File: config.mk
export PLATFORM = sky130hd
export DESIGN_NAME = pua_dir_state
export DESIGN_NICKNAME = d
export VERILOG_FILES = /design/src/hdl/pua_pkg.sv /design/src/hdl/pua_dir_state.sv
export SDC_FILE = /design/constraint.sdc
export NUM_CORES = 1
export LEC_CHECK = 0
export ABC_AREA = 1
export BUFFER_PORTS_ARGS = -buffer_cell sky130_fd_sc_hd__buf_4
export CAP_MARGIN = 10
export CORE_MARGIN = 3
export CORE_UTILIZATION = 34
export DETAILED_ROUTE_END_ITERATION = 16
export PLACE_DENSITY_LB_ADDON = 0.1
export REMOVE_ABC_BUFFERS = 1
export SYNTH_ARGS = -nofsm -noshare
export SYNTH_HDL_FRONTEND = slang
export SYNTH_SLANG_ARGS = --single-unit
File: constraint.sdc
create_clock -name clk -period 1.9 [get_ports clk]
set_input_delay 0.38 -clock clk [delete_from_list [all_inputs] [get_ports clk]]
set_output_delay 0.38 -clock clk [all_outputs]
set_load 0.03 [all_outputs]
File: src/hdl/pua_pkg.sv
package pua_pkg;

    // Table geometry.
    localparam int NUM_DIRS    = 10;
    localparam int IDS_PER_DIR = 20;

    // Fixed field widths.
    localparam int ID_W   = 32;
    localparam int MASK_W = 32;
    localparam int IDX_W  = 5;
    localparam int STAT_W = 2;

    localparam int DIR_W   = (NUM_DIRS > 1) ? $clog2(NUM_DIRS) : 1;
    localparam int SLOT_W  = (IDS_PER_DIR > 1) ? $clog2(IDS_PER_DIR) : 1;
    localparam int SLOT_CW = $clog2(IDS_PER_DIR + 1);
    localparam int ADDR_W  = DIR_W + SLOT_W;

    localparam logic [IDX_W:0] DIR_LIMIT = (IDX_W + 1)'(NUM_DIRS);

    // Configuration registers.
    localparam int CFG_IDX_W = 2;
    localparam logic [CFG_IDX_W-1:0] CFG_PROTECT_ON    = CFG_IDX_W'(0);
    localparam logic [CFG_IDX_W-1:0] CFG_APP_UID_START = CFG_IDX_W'(1);
    localparam logic [ID_W-1:0]      APP_UID_RESET     = ID_W'(10000);

    // Operation codes.
    localparam logic FUNC_CHECK  = 1'b0;
    localparam logic FUNC_UPDATE = 1'b1;

    // Result status codes.
    localparam logic [STAT_W-1:0] ST_OK        = 2'd0;
    localparam logic [STAT_W-1:0] ST_BAD_MASK  = 2'd1;
    localparam logic [STAT_W-1:0] ST_BAD_UID   = 2'd2;
    localparam logic [STAT_W-1:0] ST_BAD_INDEX = 2'd3;

    // Per-directory bookkeeping seen by the sequencer.
    typedef struct packed {
        logic               enabled;
        logic [SLOT_W-1:0]  fp;
        logic [SLOT_CW-1:0] cnt;
    } dir_info_t;

    // Update request from the sequencer to the directory state.
    typedef struct packed {
        logic             en_we;
        logic             en_val;
        logic             fp_adv;
        logic [DIR_W-1:0] dir;
    } dir_upd_t;

    typedef struct packed {
        logic              bypass;
        logic [STAT_W-1:0] status;
    } result_t;

    // Position of the highest set bit; zero for a zero mask.
    function automatic logic [IDX_W-1:0] high_bit_index(input logic [MASK_W-1:0] m);
        logic [IDX_W-1:0] idx;
        idx = '0;
        for (int i = 0; i < MASK_W; i++) begin
            if (m[i])
            begin
                idx = IDX_W'(i);
            end
        end
        return idx;
    endfunction

endpackage

File: src/hdl/pua_dir_state.sv
module pua_dir_state (
    input  logic                  clk,
    input  logic                  rst_n,
    input  logic [pua_pkg::DIR_W-1:0] info_dir,
    output pua_pkg::dir_info_t    info,
    input  pua_pkg::dir_upd_t     upd
);
    import pua_pkg::*;

    logic              en_reg   [NUM_DIRS];
    logic [SLOT_W-1:0] fp_reg   [NUM_DIRS];
    logic              wrap_reg [NUM_DIRS];
    logic [SLOT_W-1:0] fp_next;
    logic              wrap_evt;

    // A ring that has wrapped holds a full set of ids; otherwise the fill
    // pointer is the number of slots written since reset.
    always_comb
    begin
        info.enabled = en_reg[info_dir];
        info.fp      = fp_reg[info_dir];
        info.cnt     = wrap_reg[info_dir] ? SLOT_CW'(IDS_PER_DIR)
                                          : SLOT_CW'(fp_reg[info_dir]);
    end

    assign wrap_evt = (fp_reg[upd.dir] == SLOT_W'(IDS_PER_DIR - 1));
    assign fp_next  = wrap_evt ? '0 : fp_reg[upd.dir] + SLOT_W'(1);

    always_ff @(posedge clk or negedge rst_n)
    begin
        if (!rst_n)
        begin
            for (int d = 0; d < NUM_DIRS; d++)
            begin
                en_reg[d]   <= 1'b0;
                fp_reg[d]   <= '0;
                wrap_reg[d] <= 1'b0;
            end
        end
        else
        begin
            if (upd.en_we)
            begin
                en_reg[upd.dir] <= upd.en_val;
            end
            if (upd.fp_adv)
            begin
                fp_reg[upd.dir] <= fp_next;
                if (wrap_evt)
                begin
                    wrap_reg[upd.dir] <= 1'b1;
                end
            end
        end
    end

endmodule

Word-level counts from Yosys, hierarchy flattened
Cells that the tools add are included.

storage, ports and cells
  output and inout bits = 11
  register bits = 70
  logic and storage cells = 60
  input port bits = 13

operators by class
  bitwise logic cells = 3
  equality and inequality tests = 1
  mux-type cells = 20
  $lt $le $gt $ge = 3
  $add $sub $neg = 1
  reduce and logical (&&, ||, !) cells = 2

operators by type and width
  operator               count
  $bwmux W50             1
  $bmux W5 S4            2
  $mux W5                7
  $demux W5 S4           1
  $bwmux W10             1
  $ge A5 B5 Y1 const B   2
  $not A4 Y5             2
  $or A10 B10 Y10        1
  $bmux W1 S4            2
  $add A5 B1 Y5 const B  1
  $eq A5 B5 Y1 const B   1
  $lt A5 B1 Y1 const B   1
  $mux W1                5
  $demux W1 S4           1
  $reduce_and A2 Y1      1
  $logic_and A1 B1 Y1    1

Logic depth before layout (Yosys ltp)
  depth in word-level cells = 7
  gate-level depth with buffers = 15
  depth with buffers taken out = 14

Worst setup path before layout
OpenSTA, ideal clock, no wires.

  path type = input-to-output
  start = input info_dir[0] (netlist name)
  end = output info[3] (netlist name)
  data required time = 1,520 ps
  data arrival time = 1,778 ps
  path slack = -258 ps
  path buffers = 2
  cell stages on the path = 8
  path through = buf_2 -> clkinv_1 -> clkbuf_1 -> a21oi_1 -> o21ai_0 -> o211ai_1 -> nand3_1 -> a21oi_1

RTL lines
  element      RTL line            source
  from (decl)  pua_dir_state.sv:4  input logic [pua_pkg::DIR_W-1:0] info_dir,
  to (decl)    pua_dir_state.sv:5  output pua_pkg::dir_info_t info,

==> run_results.csv <==
group,metric,value,unit
finish,largest_register_ffs,50,
status,violations,"hold timing, setup timing",
clock_tree,clk_latency,350,ps
floorplan,initial_utilization,35.0,%
clock_tree,cts_tree,"yes",
global_routing,grt_antenna_before_repair,0,
sta,fin_hold_ws,-10.9,ps
hold_path,hold_path_class,"in -> async",
sta,setup_viol,5,
synth,ys_ff_latch,70,
route,antenna_left,0,
finish,utilization,49.8,%
floorplan,die_w,115,um
floorplan,fp.dieH,115,um
setup_path,slowest_stage,"a21oi_4",
global_routing,track_usage,23.1,%
status,status,"finished, violations left",
finish,antenna_cells,0,
clock_tree,cts_inserted_buffers,9,
pwr,pwr-share-comb,26.8,%
finish,drive_gt1_share,32.0,%
route,drtIter0Drc,349,
setup_path,worst-setup-path-type,"in -> out",
floorplan,num_rows,39,
sta,fin_ws,-57.9,ps
flow_run,cap_violations,0,
pwr,ir_worst_vdd,455,uV
synth,ys_types,33,
clock_tree,cts_sinks,70,
global_routing,grt_pass1_vias,4064,
pwr,p_sw,1.55,mW
clock_tree,clkTransAtPathRegs,60,ps
place,gp_congestion,0.930,
pwr,seqPwrFrac,39.5,%
setup_path,cp-start-kind,"input pin",
setup_path,cp.required,1520,ps
finish,final_nets,678,
pwr,intPower,3.33,mW
pwr,power.share.clock,33.7,%
sta,worst_pin_slew,485,ps
global_routing,grt_overflow_total,0,
sta,worst_clock_skew,8.05,ps
finish,final_common_cell,"nand2_1",
sta,max_slew_margin,67.6,%
sta,timing.fmax,511,MHz
clock_tree,clockBufferDepth,2,
setup_path,critPathCaptureType,"output port",
floorplan,core_area,11500,sq um
synth,syn_area_per_cell,7.22,sq um
clock_tree,cts_root_buf,"clkbuf_16",
finish,area_delta_synth_final,42.3,%
setup_path,path_cells,"buf_4 -> buf_12 -> buf_8 -> a21oi_2 -> o21ai_1 -> nand3_1 -> nand3_2 -> a21oi_4 -> buf_6",
setup_path,crit_fanout,13,
route,vias_per_cell,5.18,
global_routing,grt_max_degree,38,
pwr,powerDensity,854,nW/um^2
sta,drv_slew,0,
synth,syn-cell-area,4010,sq um
route,vias,4202,
route,wire_per_inst,18.0,um
pwr,swShare,31.7,%
pwr,p_leak,2.80,nW
synth,synth-seq-area-share,43.7,%
clock_tree,cts_hold_buf,0,
route,wirelength,14600,um
sta,finalHoldViolCount,5,
route,dr.pass1.iters,5,
place,port_buffers,23,
place,dp_hpwl,10700,um
setup_path,cp.arrival,1580,ps
clock_tree,htree_levels,3,
finish,layout_common_cells,"nand2_1 (181), buf_4 (83), dfrtp_1 (70)",
synth,ys.warnings.count,0,
route,drc,0,
global_routing,grt_pass1_wl,22800,um
setup_path,critPathTopFamily,"buffers and inverters",
setup_path,path_buf_inv,4,
synth,synth_cells,556,
sta,min_period,1960,ps
floorplan,die_area,13100,sq um
sta,rsz0062_at_grt,"true",
floorplan,pin_count,24,
setup_path,cpPeakStageDelay,180,ps
sta,finalCritPeriodShare,103,%
kinds of logic (layout without fill, tap and decap cells):
kind of cell	Yosys count	count (layout)	synth area share (%)
and+or+nand+nor	295	296	32.2
DFF	70	70	43.7
buffers and inverters	75	186	7.76
AOI/OAI and AO/OA	114	114	15.4
xor gates and xnor gates	1	1	0.686
adders and majority gates	1	1	0.312
synthesized netlist by cell type, drive strengths merged:
library cell    n  area, sq um
clkinv          3         11.3
buf             8         57.6
dfrtp          70         1750
ha              1         12.5
o221ai          2         17.5
o211ai          6         45.0
nand2         191          727
a22oi           1         7.51
nand4           2         18.8
clkbuf          9         33.8
a21oi          20          100
nor3            6         55.1
nand3          60          323
nand3b          1         7.51
o2111ai         1         8.76
nor2           35          161
o21bai          5         37.5
o21ai          78          390
inv            55          209
xor2            1         27.5
a32o            1         10.0
final cells by class:
| class | count | area [sq um] |
|---|---|---|
| Inverter | 58 | 238 |
| Tap cell | 143 | 179 |
| Fill cell | 1120 | 5760 |
| Clock buffer | 15 | 288 |
| Sequential cell | 70 | 1750 |
| Multi-Input combinational cell | 412 | 2180 |
| Timing Repair Buffer | 113 | 1070 |
stage by stage:
step	instance area (sq um)	TNS [ps]	power, mW	setup WS [ps]	cells
2_1_floorplan	3920	-9380	2.47	-320	539
3_3_place_gp	4910	-20430	3.04	-463	780
3_5_place_dp	4910	-22600	3.06	-507	780
4_1_cts	5360	-189	4.75	-87.3	795
5_1_grt	5710	-636	5.14	-108	811
6_report	5710	-177	4.88	-57.9	811
power groups by stage:
| stage | Combinational, mW | Sequential [mW] | Clock (mW) |
|---|---|---|---|
| after floorplan | 0.595 | 1.87 | 0 |
| after global placement | 1.10 | 1.94 | 0 |
| after detailed placement | 1.12 | 1.94 | 0 |
| after CTS | 1.17 | 1.92 | 1.66 |
| after global routing | 1.45 | 1.95 | 1.74 |
| final | 1.31 | 1.93 | 1.64 |
metal layers:
layer	GRT usage, %	part of all wire (%)	routed length [um]	vias up
li1	-	-	-	2033
met1	31.6	44	6490	2002
met2	36.0	46	6690	142
met3	5.44	7.5	1100	25
met4	7.44	2.3	339	0
met5	0	0	0	-
path summary, 6_finish.rpt:
path | start | cells after the start | end | slack (ps)
hold / removal | rst_n | 1 | en_reg[6] | -10
setup reg to reg | fp_reg[41] | 10 | fp_reg[33] | 110
hold reg to reg | wrap_reg[1] | 2 | wrap_reg[1] | 460
min in group clk | upd[6] | 3 | en_reg[3] | 380
setup / recovery | info_dir[1] | 9 | info[0] | -60
max in group asynchronous | rst_n | 2 | fp_reg[34] | 1340
timing repair:
item,4_1_cts,5_1_grt
pin swaps,16,30
endpoints found under the setup margin,49,51
gates resized for setup,49,67
cloned,0,2
hold endpoints to repair,0,0
setup buffers,1,14
(Power assumes the default switching activity.)
