### src/hdl/pua_pkg.sv
package pua_pkg;

    // Table geometry.
    localparam int NUM_DIRS    = 10;
    localparam int IDS_PER_DIR = 20;

    // Fixed field widths.
    localparam int ID_W   = 32;
    localparam int MASK_W = 32;
    localparam int IDX_W  = 5;
    localparam int STAT_W = 2;

    localparam int DIR_W   = (NUM_DIRS > 1) ? $clog2(NUM_DIRS) : 1;
    localparam int SLOT_W  = (IDS_PER_DIR > 1) ? $clog2(IDS_PER_DIR) : 1;
    localparam int SLOT_CW = $clog2(IDS_PER_DIR + 1);
    localparam int ADDR_W  = DIR_W + SLOT_W;

    localparam logic [IDX_W:0] DIR_LIMIT = (IDX_W + 1)'(NUM_DIRS);

    // Configuration registers.
    localparam int CFG_IDX_W = 2;
    localparam logic [CFG_IDX_W-1:0] CFG_PROTECT_ON    = CFG_IDX_W'(0);
    localparam logic [CFG_IDX_W-1:0] CFG_APP_UID_START = CFG_IDX_W'(1);
    localparam logic [ID_W-1:0]      APP_UID_RESET     = ID_W'(10000);

    // Operation codes.
    localparam logic FUNC_CHECK  = 1'b0;
    localparam logic FUNC_UPDATE = 1'b1;

    // Result status codes.
    localparam logic [STAT_W-1:0] ST_OK        = 2'd0;
    localparam logic [STAT_W-1:0] ST_BAD_MASK  = 2'd1;
    localparam logic [STAT_W-1:0] ST_BAD_UID   = 2'd2;
    localparam logic [STAT_W-1:0] ST_BAD_INDEX = 2'd3;

    // Per-directory bookkeeping seen by the sequencer.
    typedef struct packed {
        logic               enabled;
        logic [SLOT_W-1:0]  fp;
        logic [SLOT_CW-1:0] cnt;
    } dir_info_t;

    // Update request from the sequencer to the directory state.
    typedef struct packed {
        logic             en_we;
        logic             en_val;
        logic             fp_adv;
        logic [DIR_W-1:0] dir;
    } dir_upd_t;

    typedef struct packed {
        logic              bypass;
        logic [STAT_W-1:0] status;
    } result_t;

    // Position of the highest set bit; zero for a zero mask.
    function automatic logic [IDX_W-1:0] high_bit_index(input logic [MASK_W-1:0] m);
        logic [IDX_W-1:0] idx;
        idx = '0;
        for (int i = 0; i < MASK_W; i++) begin
            if (m[i])
            begin
                idx = IDX_W'(i);
            end
        end
        return idx;
    endfunction

endpackage

### src/hdl/pua_seq.sv
module pua_seq (
    input  logic                       clk,
    input  logic                       rst_n,
    input  logic                       s_tvalid,
    output logic                       s_tready,
    input  logic [63:0]                s_tdata,
    input  logic                       s_tuser,
    input  logic                       protect_on,
    input  logic [pua_pkg::ID_W-1:0]   app_uid_start,
    input  logic                       out_free,
    output logic                       res_load,
    output pua_pkg::result_t           res,
    output logic [pua_pkg::DIR_W-1:0]  info_dir,
    input  pua_pkg::dir_info_t         info,
    output pua_pkg::dir_upd_t          upd,
    output logic                       ram_re,
    output logic [pua_pkg::ADDR_W-1:0] ram_raddr,
    input  logic [pua_pkg::ID_W-1:0]   ram_rdata,
    output logic                       ram_we,
    output logic [pua_pkg::ADDR_W-1:0] ram_waddr,
    output logic [pua_pkg::ID_W-1:0]   ram_wdata
);
    import pua_pkg::*;

    localparam logic [1:0] S_IDLE   = 2'd0;
    localparam logic [1:0] S_DECODE = 2'd1;
    localparam logic [1:0] S_SCAN   = 2'd2;
    localparam logic [1:0] S_FINISH = 2'd3;

    logic [1:0]         state_reg, state_next;
    logic               func_reg, func_next;
    logic [ID_W-1:0]    uid_reg, uid_next;
    logic [IDX_W-1:0]   idx_reg, idx_next;
    logic               mzero_reg, mzero_next;
    logic               pow2_reg, pow2_next;
    logic [SLOT_CW-1:0] rd_slot_reg, rd_slot_next;
    logic [SLOT_CW-1:0] cmp_slot_reg, cmp_slot_next;
    logic               cmp_vld_reg, cmp_vld_next;
    logic               add_reg, add_next;
    logic               en_we_reg, en_we_next;
    result_t            res_reg, res_next;

    logic [MASK_W-1:0]  in_mask;
    logic [ID_W-1:0]    in_uid;
    logic               in_range;
    logic               uid_low;
    logic               uid_is_flag;
    logic [ID_W-1:0]    eff_id;
    logic               last_slot;
    logic               finish;

    assign in_mask     = s_tdata[MASK_W-1:0];
    assign in_uid      = s_tdata[MASK_W +: ID_W];
    assign in_range    = ({1'b0, idx_reg} < DIR_LIMIT);
    assign uid_low     = (uid_reg < app_uid_start);
    assign uid_is_flag = (uid_reg[ID_W-1:1] == '0);
    assign info_dir    = idx_reg[DIR_W-1:0];

    // Slots at or beyond the valid count read as empty.
    assign eff_id    = (cmp_slot_reg < info.cnt) ? ram_rdata : '0;
    assign last_slot = (cmp_slot_reg == SLOT_CW'(IDS_PER_DIR - 1));

    assign s_tready  = (state_reg == S_IDLE);
    assign finish    = (state_reg == S_FINISH) && out_free;
    assign res_load  = finish;
    assign res       = res_reg;

    assign ram_re    = (state_reg == S_SCAN) && (rd_slot_reg < SLOT_CW'(IDS_PER_DIR));
    assign ram_raddr = {info_dir, rd_slot_reg[SLOT_W-1:0]};
    assign ram_we    = finish && add_reg;
    assign ram_waddr = {info_dir, info.fp};
    assign ram_wdata = uid_reg;

    always_comb
    begin
        upd.en_we  = finish && en_we_reg;
        upd.en_val = uid_reg[0];
        upd.fp_adv = finish && add_reg;
        upd.dir    = info_dir;
    end

    always_comb
    begin
        state_next    = state_reg;
        func_next     = func_reg;
        uid_next      = uid_reg;
        idx_next      = idx_reg;
        mzero_next    = mzero_reg;
        pow2_next     = pow2_reg;
        rd_slot_next  = rd_slot_reg;
        cmp_slot_next = cmp_slot_reg;
        cmp_vld_next  = 1'b0;
        add_next      = add_reg;
        en_we_next    = en_we_reg;
        res_next      = res_reg;

        case (state_reg)
            S_IDLE:
            begin
                if (s_tvalid)
                begin
                    func_next  = s_tuser;
                    uid_next   = in_uid;
                    idx_next   = high_bit_index(in_mask);
                    mzero_next = (in_mask == '0);
                    pow2_next  = ((in_mask & (in_mask - MASK_W'(1))) == '0);
                    state_next = S_DECODE;
                end
            end
            S_DECODE:
            begin
                add_next     = 1'b0;
                en_we_next   = 1'b0;
                res_next     = '{bypass: 1'b0, status: ST_OK};
                rd_slot_next = '0;
                state_next   = S_FINISH;
                if (func_reg == FUNC_CHECK)
                begin
                    if (!protect_on || uid_low || mzero_reg || !in_range || !info.enabled)
                    begin
                        res_next.bypass = 1'b1;
                    end
                    else
                    begin
                        state_next = S_SCAN;
                    end
                end
                else
                begin
                    if (mzero_reg || !pow2_reg)
                    begin
                        res_next.status = ST_BAD_MASK;
                    end
                    else if (uid_low && !uid_is_flag)
                    begin
                        res_next.status = ST_BAD_UID;
                    end
                    else if (!in_range)
                    begin
                        res_next.status = ST_BAD_INDEX;
                    end
                    else if (uid_is_flag)
                    begin
                        en_we_next = 1'b1;
                    end
                    else
                    begin
                        state_next = S_SCAN;
                    end
                end
            end
            S_SCAN:
            begin
                // Reads are issued back to back; each compare sees the word
                // fetched in the cycle before.
                if (ram_re)
                begin
                    rd_slot_next  = rd_slot_reg + SLOT_CW'(1);
                    cmp_slot_next = rd_slot_reg;
                    cmp_vld_next  = 1'b1;
                end
                if (cmp_vld_reg)
                begin
                    if (func_reg == FUNC_CHECK)
                    begin
                        if (eff_id == uid_reg)
                        begin
                            res_next.bypass = 1'b1;
                            state_next      = S_FINISH;
                        end
                        else if (eff_id == '0 || last_slot)
                        begin
                            state_next = S_FINISH;
                        end
                    end
                    else
                    begin
                        if (eff_id == uid_reg)
                        begin
                            state_next = S_FINISH;
                        end
                        else if (eff_id == '0 || last_slot)
                        begin
                            add_next   = 1'b1;
                            state_next = S_FINISH;
                        end
                    end
                end
            end
            S_FINISH:
            begin
                if (out_free)
                begin
                    state_next = S_IDLE;
                end
            end
            default:
            begin
                state_next = S_IDLE;
            end
        endcase
    end

    always_ff @(posedge clk or negedge rst_n)
    begin
        if (!rst_n)
        begin
            state_reg   <= S_IDLE;
            cmp_vld_reg <= 1'b0;
            add_reg     <= 1'b0;
            en_we_reg   <= 1'b0;
        end
        else
        begin
            state_reg   <= state_next;
            cmp_vld_reg <= cmp_vld_next;
            add_reg     <= add_next;
            en_we_reg   <= en_we_next;
        end
    end

    always_ff @(posedge clk)
    begin
        func_reg     <= func_next;
        uid_reg      <= uid_next;
        idx_reg      <= idx_next;
        mzero_reg    <= mzero_next;
        pow2_reg     <= pow2_next;
        rd_slot_reg  <= rd_slot_next;
        cmp_slot_reg <= cmp_slot_next;
        res_reg      <= res_next;
    end

endmodule

### config.mk
export PLATFORM = sky130hd
export DESIGN_NAME = pua_seq
export DESIGN_NICKNAME = d
export VERILOG_FILES = /design/src/hdl/pua_pkg.sv /design/src/hdl/pua_seq.sv
export SDC_FILE = /design/constraint.sdc
export NUM_CORES = 1
export LEC_CHECK = 0
export CELL_PAD_IN_SITES_DETAIL_PLACEMENT = 0
export CELL_PAD_IN_SITES_GLOBAL_PLACEMENT = 1
export CORE_MARGIN = 2
export CORE_UTILIZATION = 50
export DETAILED_ROUTE_END_ITERATION = 8
export DONT_BUFFER_PORTS = 1
export GPL_TIMING_DRIVEN = 0
export PLACE_DENSITY = 0.95
export SLEW_MARGIN = 40
export SYNTH_ARGS = -nofsm -noshare
export SYNTH_HDL_FRONTEND = slang
export SYNTH_SLANG_ARGS = --single-unit
export TNS_END_PERCENT = 50
### constraint.sdc
create_clock -name clk -period 6.8 [get_ports clk]
set_input_delay 1.36 -clock clk [delete_from_list [all_inputs] [get_ports clk]]
set_output_delay 1.36 -clock clk [all_outputs]
set_load 0.05 [all_outputs]
## After elaboration in Yosys (flattened, before gate mapping)

Cells that the tools add are included.

| storage, ports and cells | value |
|---|---|
| register bits | 58 |
| input port bits | 145 |
| output and inout bits | 68 |
| logic and storage cells | 140 |

| operators by class | value |
|---|---|
| add/sub/neg operators | 2 |
| magnitude comparators | 4 |
| equal/unequal tests | 15 |
| multiplexer cells | 66 |
| bitwise logic cells | 2 |
| reduce and logical (&&, ||, !) cells | 33 |

Operators with widths:

| operator | count |
|---|---|
| 32-bit logical NOT | 3 |
| 5-bit two-way mux | 15 |
| 32-bit bitwise AND | 1 |
| 32-bit equality test | 1 |
| 32-bit < comparator | 1 |
| 32-bit two-way mux | 1 |
| 4-bit two-way mux | 8 |
| 32-bit by 1-bit subtractor with 32-bit output, second input constant | 1 |
| 31-bit logical NOT | 1 |
| 1-bit two-way mux | 25 |
| 2-bit two-way mux | 9 |
| 16-bit OR reduction | 1 |
| 2-bit inequality test, second input constant | 7 |
| 3-bit two-way mux | 4 |
| 5-bit case mux with 2 select lines | 1 |
| 2-bit case mux with 4 select lines | 1 |
| 4-bit AND reduction | 2 |
| 8-bit OR reduction | 1 |
| 1-bit logical OR | 6 |
| 2-bit AND reduction | 3 |
| 5-bit by 1-bit adder with 5-bit output, second input constant | 1 |
| 5-bit equality test, second input constant | 1 |
| 1-bit logical AND | 5 |
| 1-bit logical NOT | 5 |
| other kinds (14) | 18 |

## Depth between registers and ports, before layout

| logic depth | value |
|---|---|
| depth after elaboration | 30 |
| gate-level depth with buffers | 11 |
| mapped depth without buffers | 10 |

## Worst setup path after synthesis

Ideal clock, no wire load.

| path | value |
|---|---|
| kind | input -> register |
| start | input port info[4] in the netlist's numbering |
| end | register res_reg (netlist bit res[2]), enable pin |
| setup time | 334 ps |
| data arrival time | 3,395 ps |
| data required time | 6,466 ps |
| setup slack | 3,071 ps |
| cell stages on the path | 8 |
| buffers on the path | 0 |
| cells stage by stage | inv_1 -> ha_1 -> a21oi_1 -> o21ai_1 -> or4_1 -> a211oi_1 -> nand3_1 -> o41ai_1 |

| on the way | value |
|---|---|
| cells in the longest elaborated chain, start to end | 5 |

Ends and longest elaborated chain:

| element | RTL line | RTL |
|---|---|---|
| start, declared | pua_seq.sv:14 | `input pua_pkg::dir_info_t info,` |
| 5-bit < comparator | pua_seq.sv:60 | `assign eff_id = (cmp_slot_reg < info.cnt) ? ram_rdata : '0;` |
| 32-bit two-way mux | pua_seq.sv:60 |  |
| 32-bit equality test | pua_seq.sv:166 | `if (eff_id == uid_reg)` |
| 2-bit by 1-bit inequality test with 1-bit output (no source line) | -- |  |
| 4-bit AND reduction (no source line) | -- |  |
| end signal, assigned | pua_seq.sv:231 | `res_reg <= res_next;` |
| end, declared | pua_seq.sv:41 | `result_t res_reg, res_next;` |

No other way between the ends.
A chain may end at the register's enable or synchronous reset.

## Worst setup path after layout

Ends and elaborated chain as after synthesis.

==> impl_metrics.toml <==
[critical_path]
critPathRequiredTime_ns = 6.80
cp-startpoint = "info[4]"
arrival_ns = 3.97
criticalPathCategory = "in -> reg"
reg2reg_slack_ns = 3.48
regToRegStartpoint = "cmp_slot_reg[4]"
cp-end-kind = "register"
critPathLaunchType = "input pin"
critPathMaxFanout = 7
reg2reg_to = "res[2]"
setup.worst_path.end = "res[2]"
reg2regPathDepth = 7

[place]
preCtsSetupSlack_ns = 2.544
place_congestion = 0.8990
post-dp-hpwl_um = 11080
io_buffers = 0

[clock_network]
htreeDepth = 3
cts_tree = "done"
root_buffer = "clkbuf_8"
clock_path_buffers = 2
cts-resized-gates = 0
clkSlewWorstSetupHoldPaths_ns = 0.07
ctsHoldBuffers = 0
clk_latency_ns = 0.34
post_cts_buffers = 0
cts.sinks = 58
cts_buffers = 9

[floorplan]
initial_core_util_pct = 51.71
die_area_sq_um = 10400
coreArea_sq_um = 9284
ioPinCount = 213
rows = 35
die_h_um = 102.0
dieWidth_um = 102.0

[synthesis]
synth_cell_type_count = 63
dominantRegCellSynth = "edfxtp_1"
async_reset_ff_share_pct = 8.621
syn_inst = 533
synth_seq_cells = 58
syn-cell-area_sq_um = 4801
syn_avg_cell_area_sq_um = 9.007
yosys_warnings = 0
synthesis.nets = 718
synth_edf_count = 53
yosysSeqAreaShare_pct = 35.76

[min_path]
holdCritPathClass = "reg -> reg"

[timing]
clock_skew_ns = 0.01686
period_minus_slack_ns = 3.966
setup_tns_ns = 0
slew_violations = 0
worst_pin_slew_ns = 0.8308
relSlewSlack_pct = 44.55
max_freq_mhz = 252.1
rsz0062_at_grt = "false"
setup_viol = 0
layout_setup_ws_ns = 2.834
whs_ns = 0.5058
fin_crit_sh_pct = 58.33
hold_violations = 0

[final_layout]
multi_input_area_sq_um = 2679
n_antenna_cell = 0
regArea_sq_um = 1717
layout.nets = 729
drive_gt1_share_pct = 10.56
nFillCells = 866
layout_commonest_cell = "inv_1"
final_cell_mix = "61 x inv_1, 53 x nor2_1, 53 x edfxtp_1"
area.growth.synth_to_final_pct = 6.854
largest_reg_flops = 32

[global_routing]
busiest_layer = "met2"
grt_pass1_vias = 4162
groute.usage.overall_pct = 26.53
grt_pass1_wl_um = 20840
grt_overflow = 0
use_met1_pct = 31.76
antenna_found_initial = 1
grt_max_degree = 41
gr-usage-met2_pct = 43.88
use_met3_pct = 9.644

[detailed_routing]
viasPerCell = 6.212
route.vias.total = 4212
ant_nets = 0
drt_iter0_markers = 249
drc = 0
drt_wl_total_um = 13710
firstDrtPassIters = 5
wl_per_cell_um = 20.22

[power_and_ir_drop]
cellPowerDensity_nw_per_um2 = 298.8
p_leak_nw = 1.957
ir_drop_v = 0.0001824

[flow_run]
drv_cap = 0

[outcome]
outcome = "completed"
per-stage QoR:
step           utilization [%]  instance area (sq um)  total power, mW  cells
2_1_floorplan                -                   4801            1.131    533
4_1_cts                  55.26                   5130            1.540    678
3_3_place_gp             53.45                   4962            1.240    662
6_report                 55.26                   5130            1.533    678
5_1_grt                  55.26                   5130            1.628    678
3_5_place_dp             53.50                   4967            1.260    662
metal layers:
metal	up-vias	share of wire, %
li1	1999	-
met1	1966	40
met2	214	47
met3	33	9.4
met4	0	2.9
met5	-	0
cell usage after synthesis (5+ instances only):
| library cell | n | area, sq um |
|---|---|---|
| a31oi_1 | 8 | 50.05 |
| xor2_1 | 6 | 52.55 |
| a21oi_1 | 31 | 155.2 |
| edfxtp_1 | 53 | 1592 |
| nand3_1 | 11 | 55.05 |
| nand2b_1 | 13 | 81.33 |
| o22ai_1 | 6 | 37.54 |
| inv_1 | 61 | 229.0 |
| a211oi_1 | 5 | 37.54 |
| o21ai_0 | 31 | 155.2 |
| buf_4 | 23 | 172.7 |
| nor4_1 | 20 | 125.1 |
| a21boi_0 | 5 | 37.54 |
| xnor2_1 | 14 | 122.6 |
| nor3_1 | 11 | 55.05 |
| nor4bb_1 | 6 | 60.06 |
| nand2_1 | 26 | 97.59 |
| dfrtp_1 | 5 | 125.1 |
| nand4_1 | 10 | 62.56 |
| nor2_1 | 54 | 202.7 |
| ha_1 | 40 | 500.5 |
| or2_2 | 8 | 50.05 |
power by group:
part	switching [mW]	total, mW	internal, mW
Sequential	0.267	0.769	0.503
Clock	0.145	0.276	0.131
Combinational	0.306	0.488	0.182
Total	0.717	1.53	0.815
cell families after synthesis:
kind of cell,count (synthesis),synth area share (%)
flops,58,35.76
mux,1,0.2345
buf+inv,86,8.548
fa+ha+maj,44,11.26
simple gates,186,21.27
xor+xnor,20,3.649
compound gates,138,19.29
cell type report:
type | count | area share [%]
multi-input combinational | 389 | 52.22
sequential | 58 | 33.46
inverter | 62 | 4.537
buffer | 24 | 3.463
tap | 129 | 3.146
clock buffer | 11 | 2.561
clock inverter | 5 | 0.6098
critical path, stage by stage:
cell and delay [ns]:
inv_1 0.02, ha_1 0.38, a21oi_1 0.45, o21ai_1 0.26
or4_1 0.58, a211oi_1 0.37, nand3_1 0.16, o41ai_1 0.39
worst min-delay path by stage:
| stage | startpoint | end | slack [ns] | cells past startpoint |
|---|---|---|---|---|
| after CTS | add_reg | add_reg | 0.52 | 2 |
| after global routing | en_we_reg | en_we_reg | 0.55 | 2 |
| after detailed placement | en_we_reg | en_we_reg | 0.50 | 2 |
| after global placement | en_we_reg | en_we_reg | 0.49 | 2 |
| final | add_reg | add_reg | 0.51 | 2 |
| after floorplan | en_we_reg | en_we_reg | 0.44 | 2 |
Note: power is estimated with default switching activity, not from simulation.
